### src/hw/rtl/pee_pkg.sv
package pee_pkg;

    localparam int STACK_DEPTH = 64;
    localparam int PTR_W       = $clog2(STACK_DEPTH);
    localparam int CNT_W       = $clog2(STACK_DEPTH + 1);

    localparam logic [2:0] ERR_NONE  = 3'd0;
    localparam logic [2:0] ERR_CHAR  = 3'd1;
    localparam logic [2:0] ERR_UNDER = 3'd2;
    localparam logic [2:0] ERR_OVER  = 3'd3;
    localparam logic [2:0] ERR_DIV0  = 3'd4;
    localparam logic [2:0] ERR_EMPTY = 3'd5;

    localparam logic [7:0] CH_PLUS  = 8'h2B;
    localparam logic [7:0] CH_MINUS = 8'h2D;
    localparam logic [7:0] CH_STAR  = 8'h2A;
    localparam logic [7:0] CH_SLASH = 8'h2F;
    localparam logic [7:0] CH_CARET = 8'h5E;
    localparam logic [7:0] CH_ZERO  = 8'h30;
    localparam logic [7:0] CH_NINE  = 8'h39;
    localparam logic [7:0] CH_SPACE = 8'h20;

    typedef enum logic [1:0] {
        OP_DIV = 2'd0,
        OP_POW = 2'd1
    } alu_op_t;

    typedef struct packed {
        logic        start;
        alu_op_t     op;
        logic [31:0] lhs;
        logic [31:0] rhs;
    } alu_req_t;

    typedef struct packed {
        logic        done;
        logic [31:0] result;
    } alu_rsp_t;

endpackage

### src/hw/rtl/pee_alu.sv
module pee_alu (
    input  logic              aclk,
    input  logic              aresetn,
    input  pee_pkg::alu_req_t req,
    output pee_pkg::alu_rsp_t rsp
);

    typedef enum logic [2:0] {
        A_IDLE = 3'b001,
        A_DIV  = 3'b010,
        A_POW  = 3'b100
    } alu_state_t;

    alu_state_t  state_reg, state_next;
    logic [5:0]  step_reg, step_next;
    logic [31:0] rem_reg, rem_next;
    logic [31:0] quo_reg, quo_next;
    logic [31:0] dvs_reg, dvs_next;
    logic        neg_reg, neg_next;
    logic [31:0] acc_reg, acc_next;
    logic [31:0] sq_reg, sq_next;
    logic [31:0] ex_reg, ex_next;
    logic        done_reg, done_next;
    logic [31:0] res_reg, res_next;
    logic [32:0] rem_sh;
    logic [32:0] rem_sub;
    logic [31:0] ua;
    logic [31:0] ub;
    logic [63:0] mul_acc;
    logic [63:0] mul_sq;

    assign ua = req.lhs[31] ? 32'(0 - req.lhs) : req.lhs;
    assign ub = req.rhs[31] ? 32'(0 - req.rhs) : req.rhs;
    assign rem_sh  = {rem_reg, quo_reg[31]};
    assign rem_sub = rem_sh - {1'b0, dvs_reg};
    assign mul_acc = acc_reg * sq_reg;
    assign mul_sq  = sq_reg * sq_reg;

    always_comb begin
        state_next = state_reg;
        step_next  = step_reg;
        rem_next   = rem_reg;
        quo_next   = quo_reg;
        dvs_next   = dvs_reg;
        neg_next   = neg_reg;
        acc_next   = acc_reg;
        sq_next    = sq_reg;
        ex_next    = ex_reg;
        done_next  = 1'b0;
        res_next   = res_reg;
        unique case (state_reg)
            A_IDLE: begin
                if (req.start) begin
                    if (req.op == pee_pkg::OP_DIV) begin
                        state_next = A_DIV;
                        rem_next   = '0;
                        quo_next   = ua;
                        dvs_next   = ub;
                        neg_next   = req.lhs[31] ^ req.rhs[31];
                        step_next  = '0;
                    end else begin
                        state_next = A_POW;
                        acc_next   = 32'd1;
                        sq_next    = req.lhs;
                        ex_next    = req.rhs;
                    end
                end
            end
            A_DIV: begin
                if (!rem_sub[32]) begin
                    rem_next = rem_sub[31:0];
                    quo_next = {quo_reg[30:0], 1'b1};
                end else begin
                    rem_next = rem_sh[31:0];
                    quo_next = {quo_reg[30:0], 1'b0};
                end
                step_next = step_reg + 6'd1;
                if (step_reg == 6'd31) begin
                    state_next = A_IDLE;
                    done_next  = 1'b1;
                    res_next   = neg_reg ? 32'(0 - quo_next) : quo_next;
                end
            end
            A_POW: begin
                if (ex_reg == '0) begin
                    state_next = A_IDLE;
                    done_next  = 1'b1;
                    res_next   = acc_reg;
                end else begin
                    if (ex_reg[0]) begin
                        acc_next = mul_acc[31:0];
                    end
                    sq_next = mul_sq[31:0];
                    ex_next = {1'b0, ex_reg[31:1]};
                end
            end
            default: state_next = A_IDLE;
        endcase
    end

    always_ff @(posedge aclk) begin
        if (!aresetn) begin
            state_reg <= A_IDLE;
            done_reg  <= 1'b0;
        end else begin
            state_reg <= state_next;
            done_reg  <= done_next;
        end
        step_reg <= step_next;
        rem_reg  <= rem_next;
        quo_reg  <= quo_next;
        dvs_reg  <= dvs_next;
        neg_reg  <= neg_next;
        acc_reg  <= acc_next;
        sq_reg   <= sq_next;
        ex_reg   <= ex_next;
        res_reg  <= res_next;
    end

    assign rsp.done   = done_reg;
    assign rsp.result = res_reg;

endmodule

### config.mk
export PLATFORM = sky130hd
export DESIGN_NAME = pee_alu
export DESIGN_NICKNAME = d
export VERILOG_FILES = /design/src/hw/rtl/pee_pkg.sv /design/src/hw/rtl/pee_alu.sv
export SDC_FILE = /design/constraint.sdc
export NUM_CORES = 2
export LEC_CHECK = 0
export ABC_AREA = 1
export BUFFER_PORTS_ARGS = -buffer_cell sky130_fd_sc_hd__buf_4
export CORE_MARGIN = 2
export CORE_UTILIZATION = 48
export CTS_BUF_LIST = sky130_fd_sc_hd__clkbuf_16
export CTS_CLUSTER_SIZE = 12
export DETAILED_ROUTE_END_ITERATION = 6
export MAX_ROUTING_LAYER = met4
export PLACE_DENSITY = 0.66
export SLEW_MARGIN = 20
export SYNTH_ARGS = -nofsm -noshare
export SYNTH_HDL_FRONTEND = slang
export SYNTH_SLANG_ARGS = --single-unit
export TNS_END_PERCENT = 30
### constraint.sdc
create_clock -name aclk -period 7.2 [get_ports aclk]
set_clock_uncertainty 0.2 [all_clocks]
set_input_delay 0.72 -clock aclk [delete_from_list [all_inputs] [get_ports aclk]]
set_output_delay 0.72 -clock aclk [all_outputs]
set_load 0.005 [all_outputs]
==> Word-level counts from Yosys, hierarchy flattened <==
Index checks and enable logic that the tools add are counted.
{ "totals": {"inputBits": 69, "output_inout_bits": 33, "word_cells": 81, "regBits": 235} }
{ "classes": {"n_bitwise": 1, "n_mux": 39, "reduce_logical": 11, "mul": 2, "n_eq_ne": 11, "add_sub_neg": 5} }
{ "op_table": {"columns": ["op", "n"], "rows": [
  ["32-bit 2-to-1 mux", 20],
  ["32-bit case mux with 2 select lines", 6],
  ["1-bit by 32-bit subtractor with 32-bit output, first input constant", 3],
  ["32-bit by 32-bit multiplier with 32-bit output", 2],
  ["33-bit by 32-bit subtractor with 33-bit output", 1],
  ["32-bit logical NOT", 1],
  ["31-bit 2-to-1 mux", 1],
  ["2-bit != test, second input constant", 7],
  ["3-bit 2-to-1 mux", 4],
  ["6-bit 2-to-1 mux", 2],
  ["6-bit case mux with 2 select lines", 1],
  ["3-bit AND reduction", 4],
  ["3-bit case mux with 3 select lines", 1],
  ["6-bit by 1-bit adder with 6-bit output, second input constant", 1],
  ["6-bit by 5-bit == test with 1-bit output, second input constant", 1],
  ["2-bit nonzero test", 3],
  ["5-bit AND reduction", 1],
  ["4-bit AND reduction", 1],
  ["3-bit by 1-bit == test with 1-bit output, second input constant", 1],
  ["3-bit by 2-bit == test with 1-bit output, second input constant", 1],
  ["3-bit == test, second input constant", 1],
  ["1-bit 2-to-1 mux", 3],
  ["2-bit logical NOT", 1],
  ["1-bit case mux with 2 select lines", 1],
  ["1-bit XOR", 1]
]} }

==> Logic depth before layout (Yosys ltp) <==
{ "logic_depth": {"word_depth": 7, "ltp_mapped": 33, "mapped_depth_nobuf": 31} }

==> Least setup slack after synthesis <==
OpenSTA, ideal clock, no wires.
{ "synth_path": {"path_kind": "reg2reg", "startpoint": "register sq_reg[2]", "endpoint": "register sq_reg[26], data pin", "path_slack_ns": 0.065, "path_stages_with_launch": 28, "synth_period_minus_slack_ns": 7.135, "setup_time_ns": 0.253, "t_required_ns": 6.747, "n_path_buf": 3, "arrival_time_ns": 6.682, "cell_sequence": "edfxtp_1 > buf_2 > buf_1 > buf_1 > nand2_1 > fa_1 > inv_1 > fa_1 > inv_1 > fa_1 > fa_1 > inv_1 > fa_1 > inv_1 > fa_1 > inv_1 > fa_1 > fa_1 > ha_1 > nand2_1 > nor3_1 > nand4_1 > nand3_1 > a21o_1 > a21oi_1 > xnor2_1 > nand2_1 > nand2_1"} }
{ "synth_between": {"elab_chain_cells": 3} }
{ "synth_lines": {"columns": ["element", "line", "rtl"], "rows": [
  ["start, declared", "pee_alu.sv:21", "logic [31:0] sq_reg, sq_next;"],
  ["start signal, assigned", "pee_alu.sv:115", "sq_reg <= sq_next;"],
  ["32-bit by 32-bit multiplier with 32-bit output", "pee_alu.sv:37", "assign mul_sq = sq_reg * sq_reg;"],
  ["32-bit 2-to-1 mux", "pee_alu.sv:85", "if (ex_reg == '0) begin"],
  ["32-bit case mux with 2 select lines", "pee_alu.sv:51", "unique case (state_reg)"],
  ["via sq_next[26]", "pee_alu.sv:21", null]
]} }
The timed path passes the listed nets, and every way through them passes these cells. The select of a mux whose other input is x is not followed.
A chain may end at the register's enable or synchronous reset.

==> Worst setup path in the final report <==
{ "layout_path": {"startpoint": "register sq_reg[6]", "endpoint": "register sq_reg[30], data pin"} }
Same word-level chain as after synthesis.

==> impl_results.md <==
- Routed via count: 35,677
- Initial DRC count: 2,686
- Final nets: 6,812
- Kind of critical path: register to register
- Starting Density: 48.39%
- RSZ-0062 raised after global routing: yes
- Top FF cell, synth: edfxtp_1
- Synthesized Nets: 6,654
- Worst-skew pair later-pin latency: 620 ps
- Yosys top cell area share: 34.94%
- Worst slew pin tran: 983.2 ps
- CP peak stage delay: 640 ps
- # hold bufs at CTS: 0
- Most common cell in the netlist: inv_1
- Syn-to-layout area delta: 12.93%
- Core footprint: 91,520 um^2
- RD Place Congestion: 0.9142
- Slew margin rel.: 34.46%
- Post-Synthesis Cell Area: 44,290 um^2
- H-tree lvl count: 1
- PortBufs: 101
- CP Capture Type: register
- Post-route ant nets: 0
- Max-slew violations: 0
- FFs w/ async S/R, synth: 0%
- Core Rows: 111
- Yosys reg bits: 235
- Post-route minimum period: 7093 ps
- Clock slew at reported path FFs: 60 ps
- Clock sinks: 235
- CP startpoint: sq_reg[6]$_DFFE_PP_
- Routed length per instance: 18.17 um
- Final wirelength: 125.1 mm
- Overall routing resource usage: 27.43%
- Count of different cell masters after synthesis: 60
- Area contributors post-synth: fa_1 35%, edfxtp_1 16%, inv_1 13%, nand2_1 12%, ha_1 8.2%
- Fin area: 50,010 um^2
- Worst Path Arrival: 7220 ps
- Worst path buffer plus inverter count: 7
- Worst Setup Start Kind: register
- Share of cells above drive strength 1: 10.37%
- Clk buf depth: 3
- Cell taking the most area after synthesis: fa_1
- Post-detailed-placement half-perimeter wirelength: 97.54 mm
- DRT Pass-1 Iters: 6
- MaxCap Viol Count: 0
- CTS root buffer: clkbuf_16
- Worst reg2reg path startpoint: sq_reg[6]$_DFFE_PP_
- Origin of the worst min-delay path: req[0]
- Fin crit share: 98.51%
- Die width: 307.8 um
- Worst-path maximum fanout: 7
- Largest net degree at the start of global routing: 81
- Slowest cell on crit path: fa_2
- Num CTS Buffers: 28
- Mapped Cells: 5,521
- First-pass GRT wire length: 198.4 mm
- TritonCTS clock tree: yes
- Die Span Y: 307.8 um
- CP required: 7320 ps
- Vias in the first global route: 36,819
- Fmax: 0.1410 GHz
- Util after Layout: 54.65%
- Delay-heaviest family, CP: adder cells
- Remaining routing DRC violations: 0
- Synth Warn #: 0
- Final setup vio count: 0
- Fin. Hold Viols: 0
- Syn avg cell area: 8.022 um^2
- Die ar.: 94,710 um^2
- HP Class: input pin to register
- Sequential area share after synthesis: 15.84%
- CP Cell Sequence: buf_12 > clkbuf_16 > buf_12 > nand2_1 > fa_2 > inv_2 > fa_2 > fa_1 > inv_1 > fa_1 > inv_1 > fa_1 > fa_1 > fa_2 > fa_2 > ha_4 > buf_4 > nand2_1 > nor2_1 > o21ai_0 > o2111a_1 > nand3_1 > nand3_1 > o21ai_0
- EDFF count, synth: 231
- Total gr overflow: 0
- Vias per cell: 5.181
- N_diodes: 0
- Io pins: 102
- Top post-synthesis cells by count: 1,504 x inv_1, 1,393 x nand2_1, 773 x fa_1
- Status: finished, final reports clean
- Initial antenna violation count: 0
- Cell Area, Placed: 47,540 um^2
[through the flow]
stage / hold slack (ps) / setup WS [ps] / std cells / TNS (ps)
after floorplan: 317.2 / 65.22 / 5521 / 0
after CTS: 110.1 / 18.43 / 6827 / 0
after detailed placement: 339.0 / -128.4 / 6773 / -150.6
after global routing: 122.0 / -69.47 / 6886 / -458.4
final: 143.1 / 107.2 / 6886 / 0
after global placement: 331.4 / -27.14 / 6773 / -27.14
[layout make-up]
cell class	count	area [um^2]
clock buffer	28	700.7
inverter	1508	5663
timing repair buffer	349	3381
tap	1186	1484
clock inverter	23	245.2
sequential	235	7017
fill	8394	41510
multi-input combinational	3557	31520
[worst reg2reg max path: cells and delay by family (launching register included)]
kind,cells,cell delay (ps)
simple gates,5,460
compound gates,3,530
flops,1,510
fa+ha+maj,9,4350
buf+inv,7,780
[path summary, 6_finish.rpt]
check / to / slack (ps) / cells past startpoint
worst min register to register: ex_reg[30]$_DFFE_PP_ / 350 / 2
worst min-delay path: dvs_reg[0]$_DFFE_PP_ / 140 / 1
worst max-delay path: sq_reg[30]$_DFFE_PP_ / 110 / 24
worst max register to register: sq_reg[30]$_DFFE_PP_ / 110 / 24
[cell families (layout without fill, tap and decap cells)]
group                    count (synthesis)  after routing  synth area share, %
AND/OR/NAND/NOR                       1874           1874                17.29
XOR/XNOR                               143            143                2.828
buffers and inverters                 1729           1908                14.81
flip-flops                             235            235                15.84
adder cells (fa/ha/maj)               1064           1064                43.16
AO/OA/AOI/OAI                          476            476                6.060
[metal layers]
layer / routed length [um] / track usage, %
met5: 0 / -
met4: 3969 / 6.739
met3: 8767 / 2.498
met2: 59260 / 44.84
met1: 53100 / 37.06
[cell usage in the layout (no fill, tap or decap), types with 17 or more instances in the layout]
cell type     n
fa_2         28
nand2_1    1369
o21ai_1      21
inv_1      1499
nor2_1      177
buf_4       285
nand3_1     149
nor3_1       23
o21ai_0     180
nand4_1      35
ha_4         21
xnor2_1      57
nor4_1       17
edfxtp_1    231
a21oi_1     125
ha_1        268
a31oi_1      26
a21oi_2      26
xor2_1       86
buf_12       46
fa_1        745
nand2_2      27
clkbuf_16    36
a21o_1       22
[timing repair]
item                                   in CTS  in global routing
setup endpoints to repair                   5                 28
pin swaps                                   1                114
gates resized for setup                     5                202
setup buffers                               3                 51
endpoints found under the hold margin       0                  0
gates cloned                                0                  8
Power is not shown: default switching activity piles up to over one toggle a cycle in this logic, so the estimate is an artifact.
